[src/software_breakpoint_table_top_defines.svh]
// ----------------------------------------------------------------------------
// Breakpoint table assertion macros
// Shared assertion wrappers; they compile away when SYNTHESIS is defined.
// ----------------------------------------------------------------------------
`ifndef SOFTWARE_BREAKPOINT_TABLE_TOP_DEFINES_SVH
`define SOFTWARE_BREAKPOINT_TABLE_TOP_DEFINES_SVH

`ifndef SYNTHESIS
// property checked on rising clk, ignored while rst_n is low
`define SBT_ASSERT(name, prop, msg) \
  name: assert property (@(posedge clk) disable iff (!rst_n) prop) else $error(msg);
// property checked on every rising clk, reset included
`define SBT_ASSERT_ALWAYS(name, prop, msg) \
  name: assert property (@(posedge clk) prop) else $error(msg);
`else
`define SBT_ASSERT(name, prop, msg)
`define SBT_ASSERT_ALWAYS(name, prop, msg)
`endif

`endif

[src/sbt_pkg.sv]
// ----------------------------------------------------------------------------
// Breakpoint table package
// Sizes, command and status codes, and the probe word passed along the cells.
// ----------------------------------------------------------------------------
`timescale 1ns / 1ps

package sbt_pkg;

  localparam int TABLE_ENTRIES = 32;
  localparam int SLOT_LIMIT    = 32;
  localparam int USED_SLOTS    = (TABLE_ENTRIES > SLOT_LIMIT) ? SLOT_LIMIT : TABLE_ENTRIES;
  localparam int SLOT_W        = 5;
  localparam int ADDR_W        = 32;
  localparam int WORD_W        = 32;

  localparam logic [WORD_W-1:0] BREAK_WORD = 32'h002a_0000;
  localparam logic [WORD_W-1:0] BREAK_MASK = 32'hffff_8000;

  typedef enum logic [1:0] {
    CMD_ADD  = 2'd0,
    CMD_DEL  = 2'd1,
    CMD_SCAN = 2'd2,
    CMD_NONE = 2'd3
  } cmd_t;

  typedef enum logic [2:0] {
    ST_OK       = 3'd0,
    ST_WINDOW   = 3'd1,
    ST_IS_BREAK = 3'd2,
    ST_FULL     = 3'd3,
    ST_NO_MATCH = 3'd4
  } status_t;

  // Travels one cell per cycle. On a hit, num carries the slot; on a delete
  // hit addr/word are swapped for the entry's; on a scan hit word is swapped.
  typedef struct packed {
    logic              valid;
    cmd_t              cmd;
    logic              blocked;     // add refused before reaching the cells
    status_t           pre_status;
    logic              hit;
    logic [SLOT_W-1:0] num;
    logic [ADDR_W-1:0] addr;
    logic [WORD_W-1:0] word;
  } probe_t;

endpackage

[src/sbt_cell.sv]
// ----------------------------------------------------------------------------
// Breakpoint table cell
// One table slot plus one probe stage; acts on the probe and hands it on.
// ----------------------------------------------------------------------------
`timescale 1ns / 1ps
`include "software_breakpoint_table_top_defines.svh"

module sbt_cell
  import sbt_pkg::*;
(
  input  logic              clk,
  input  logic              rst_n,
  input  logic [SLOT_W-1:0] cell_idx,
  input  probe_t            probe_in,
  output probe_t            probe_out
);

  logic              live_r, live_nxt;
  logic [ADDR_W-1:0] addr_r;
  logic [WORD_W-1:0] word_r;
  probe_t            probe_r, probe_nxt;
  logic              add_hit, del_hit, scan_hit;

  assign add_hit  = probe_in.valid && (probe_in.cmd == CMD_ADD) && !probe_in.blocked &&
                    !probe_in.hit && !live_r;
  assign del_hit  = probe_in.valid && (probe_in.cmd == CMD_DEL) &&
                    (probe_in.num == cell_idx) && live_r;
  assign scan_hit = probe_in.valid && (probe_in.cmd == CMD_SCAN) && !probe_in.hit &&
                    live_r && (addr_r == probe_in.addr);

  always_comb begin
    live_nxt  = live_r;
    probe_nxt = probe_in;
    if (add_hit) begin
      live_nxt      = 1'b1;
      probe_nxt.hit = 1'b1;
      probe_nxt.num = cell_idx;
    end
    if (del_hit) begin
      live_nxt       = 1'b0;
      probe_nxt.hit  = 1'b1;
      probe_nxt.addr = addr_r;
      probe_nxt.word = word_r;
    end
    if (scan_hit) begin
      probe_nxt.hit  = 1'b1;
      probe_nxt.num  = cell_idx;
      probe_nxt.word = word_r;
    end
  end

  // valid and live are reset; payload is not
  always_ff @(posedge clk) begin
    if (!rst_n) begin
      live_r        <= 1'b0;
      probe_r.valid <= 1'b0;
    end else begin
      live_r        <= live_nxt;
      probe_r.valid <= probe_nxt.valid;
    end
    probe_r.cmd        <= probe_nxt.cmd;
    probe_r.blocked    <= probe_nxt.blocked;
    probe_r.pre_status <= probe_nxt.pre_status;
    probe_r.hit        <= probe_nxt.hit;
    probe_r.num        <= probe_nxt.num;
    probe_r.addr       <= probe_nxt.addr;
    probe_r.word       <= probe_nxt.word;
    if (add_hit) begin
      addr_r <= probe_in.addr;
      word_r <= probe_in.word;
    end
  end

  assign probe_out = probe_r;

  `SBT_ASSERT(a_live_rise_by_add, $rose(live_r) |-> $past(add_hit), "slot live without an add")
  `SBT_ASSERT(a_del_frees, del_hit |=> !live_r, "deleted slot still live")
  `SBT_ASSERT(a_one_hit_kind, $onehot0({add_hit, del_hit, scan_hit}), "two actions at once")

endmodule

[config.mk]
export PLATFORM = sky130hd
export DESIGN_NAME = sbt_cell
export DESIGN_NICKNAME = d
export VERILOG_FILES = /design/src/sbt_pkg.sv /design/src/sbt_cell.sv
export VERILOG_INCLUDE_DIRS = /design/src /design/src/src
export SDC_FILE = /design/constraint.sdc
export NUM_CORES = 1
export LEC_CHECK = 0
export BUFFER_PORTS_ARGS = -buffer_cell sky130_fd_sc_hd__buf_2
export CAP_MARGIN = 10
export CORE_MARGIN = 1
export CORE_UTILIZATION = 45
export DETAILED_ROUTE_END_ITERATION = 8
export PLACE_DENSITY = 0.68
export RECOVER_POWER = 100
export SYNTH_ARGS = -nofsm -noshare
export SYNTH_HDL_FRONTEND = slang
export SYNTH_SLANG_ARGS = --single-unit
[constraint.sdc]
create_clock -name clk -period 20.2 [get_ports clk]
set_input_delay 4.04 -clock clk [delete_from_list [all_inputs] [get_ports clk]]
set_output_delay 4.04 -clock clk [all_outputs]
set_load 0.005 [all_outputs]
==> reports/results.txt <==
Clock tree synthesis selected as its root buffer the cell clkbuf_8. The number of hold violations in the final report was 0. The first global-routing pass estimated 14900 um of wire. The count of H-tree levels built during CTS was 4; the worst slew slack as a fraction of its limit was -56.3%. The number of warning messages in the yosys log was 0. At the end of routability-driven placement, the weighted congestion stood at 0.746. Setup repair after global routing left no endpoint under its margin. After layout, the worst path uses 42.4% of the clock period.

The via count of the first global-routing pass was 3045. After detailed routing, the number of vias per cell comes to 4.61. The run gives 9990 um as the total wire length after detailed routing. For this design the ratio of total power to cell area is 103 mW/mm^2. The type of element capturing the critical path was a flop. After the first detailed-routing iteration, the DRC count stood at 83. Max-cap violations in this run came to 2. The final-report max-slew violation count was 75; the instance count of the mapped netlist was 348.

The tools report the post-synth design cell area as 0.00493 sq mm. For this run, design rule violations remaining after detail routing come to 0. For the worst flop-to-flop path, the logic depth is 8. The area fraction of the dominant cell type after synthesis came out at 39.0%. For this design, the CTS-stage hold fixing added 0 buffers. For the worst setup path, the data required time is 20.60 ns. In this design, the stage delay of the slowest critical-path cell is 1.35 ns. The initial utilization of the core area, before any placement, comes to 47.1%. In this run the core area contains 37 standard-cell rows.

The worst register-to-register path ends at probe_out[0]. The horizontal extent of the die works out to 107 um. The tools report the worst path arrival time as 8.96 ns.

At the later pin of the worst-skew pair, clock insertion delay measures 0.52 ns. TritonCTS created 17 clock buffers. For this run, the register share of the synthesized area comes to 70.7%. The run gives 0 as the number of post-CTS setup repair buffers. In the layout the commonest cells are 100 x nand2_1, 98 x clkbuf_1, 78 x dfxtp_1. In this run the worst hold path is classified as flop to flop. The maximum clock skew at final layout was 0.0101 ns; the per-cell routed wire length was 14.9 um. During I/O placement, the number of pins put on the boundary was 161. The minimum period implied by the final worst setup slack is 8.56 ns, and the total iterations of the first detailed-routing run is 4. The count of clock tree sinks is 142, and the register-to-register path setup slack is 15.01 ns.

The number of storage elements in the synthesis netlist is 142. By instance count, the cell type seen most on the critical path is clkbuf_1. The biggest fanout along the worst timing path was 34; the number of antenna cells inserted was 0.

Global routing used 17.7% of the available tracks across all layers. Clock transition time at the flip-flop clock pins of the worst setup and hold paths: 0.06 ns. TritonCTS built the clock tree.

Summing all non-filler instances in the final layout gives an area of 0.00620 sq mm. The routing usage on met3 was 5.90%. The final cell count without fillers is 671. In this run, post-CTS repair resized a total of 0 instances. The endpoint of the worst hold path is probe_out[27]. The signal on the critical path passes through clkbuf_1 -> nand4b_1 -> nor4_1 -> nand3_1 -> clkbuf_1 -> clkinv_1 -> nor2_4 -> clkbuf_1 -> mux2_2. The average instance in the mapped netlist occupies 14.2 sq um.

The highest clock rate was 117 MHz; the final number of setup-violating endpoints was 0. The pin slew with the least headroom to its limit came out at 2.34 ns. Port buffering added 160 buffers. The met1 global-route usage was 22.4%. For the placement-stage cell area, the log shows 0.00587 sq mm. Entering global routing, the biggest net connects 41 pins.

Most common cell after layout, fill and taps aside: nand2_1. Number of antenna violations at the first check in global routing: 0. In this run the standard cell core region covers 0.0105 sq mm.

In the post-synthesis netlist, the biggest area contributors are edfxtp_1 39%, dfxtp_1 32%, mux2_4 8.8%. The total overflow left after global routing is 0. In this run the static leakage power is 2.50 nW. Global routing consumed, on the met2 layer, 28.0% of the routing resources. Detailed placement finished with a half-perimeter wire length of 6870 um. In this run the critical register-to-register path is launched from live_r. From synthesis to final layout, the design area changed by 25.8%. The flow ran to the end, but the final reports show violations. The synthesized netlist contains 21 unique library cells. The floorplan step defined a die boundary enclosing 0.0114 sq mm. The design draws 640 uW.

The critical path contains buffers and inverters numbering 4 combined. The number of nets in the synthesized netlist is 432. The cell type of the slowest stage on the worst timing path was clkbuf_1. The maximum resistive drop on vdd came out at 0.0000453 V. For the remaining antenna violation count after routing, the log shows 0. In this run, placement finished with an instance count of 639.

For the maximum number of buffers from clock root to sink, the log shows 2. The worst setup path is of the input port to flop kind. The y dimension of the die works out to 107 um. The final layout contains 606 nets. Setup total negative slack on the finished layout was measured at 0 ns. STA classifies the critical path startpoint as an input port. Number of cells on the worst hold path: 1. After global routing, the most crowded layer is met2. Dominant delay contributor by cell family on the critical path: buffers and inverters.

The total number of vias came out at 3094. The largest total area in the synthesized netlist belongs to edfxtp_1. The startpoint identified for the worst hold timing path is word_r[27].

Cells with a size suffix above 1 make up 20.2% of the layout. The checks that failed: max-capacitance violations, max-slew violations.
worst max-delay path by stage:
stage	endpoint	cells after the start	start
floorplan	probe_out[64]	3	probe_in[75]
global placement	probe_out[0]	9	probe_in[66]
detailed placement	probe_out[31]	9	probe_in[75]
CTS	probe_out[31]	9	probe_in[66]
global route	probe_out[31]	9	probe_in[75]
finish	probe_out[0]	9	probe_in[75]
cell type report:
cell class	instances	area (sq um)
Sequential cell	142	3480
Clock inverter	13	110
Multi-Input combinational cell	196	1270
Timing Repair Buffer	164	698
Inverter	1	3.75
Tap cell	136	170
Clock buffer	19	464
Fill cell	961	4270
where the power goes:
part / internal, mW / total (mW) / switching (mW) / leakage (nW)
logic: 0.0143 / 0.0303 / 0.0160 / 0.984
clock network: 0.170 / 0.297 / 0.127 / 0.283
registers: 0.310 / 0.313 / 0.00280 / 1.24
total: 0.494 / 0.640 / 0.146 / 2.50
layer usage:
metal | vias up | share of wire (%)
met2 | 117 | 46
met3 | 15 | 7.4
met4 | 0 | 1.5
li1 | 1532 | -
met5 | - | 0
met1 | 1430 | 45
metrics by stage:
| step | hold WS (ns) | utilization (%) | setup slack [ns] |
|---|---|---|---|
| 2_1_floorplan | 0.449 | - | 7.98 |
| 3_3_place_gp | 0.452 | 56.1 | 13.19 |
| 3_5_place_dp | 0.462 | 56.1 | 13.13 |
| 4_1_cts | 0.476 | 61.6 | 13.64 |
| 5_1_grt | 0.464 | 59.2 | 11.10 |
| 6_report | 0.454 | 59.2 | 11.64 |
state kept, by name, indices dropped and copies added, names as in the netlist:
signal,cells
word_r,32
probe_out,77
addr_r,32
live_r,1
cells by family (layout without fill, tap and decap cells):
family	after synthesis	in the layout	share of synthesized area (%)
buf+inv	10	197	1.45
xor+xnor	37	37	6.58
mux	37	37	10.7
simple gates	121	121	10.5
flops	142	142	70.7
compound gates	1	1	0.102
cells in the mapped netlist:
master / n
and2_1: 1
buf_1: 3
buf_8: 3
nor4_4: 1
nor2_2: 1
edfxtp_1: 64
nor4_1: 8
nand4b_1: 1
xor2_1: 28
or4_4: 1
nand2_1: 100
xnor2_1: 9
nor2_1: 4
nand3_1: 2
dfxtp_1: 78
clkbuf_1: 3
clkinv_1: 1
mux2_2: 8
mux2_4: 29
o21ai_0: 1
nand4_1: 2
(Power assumes the default switching activity.)
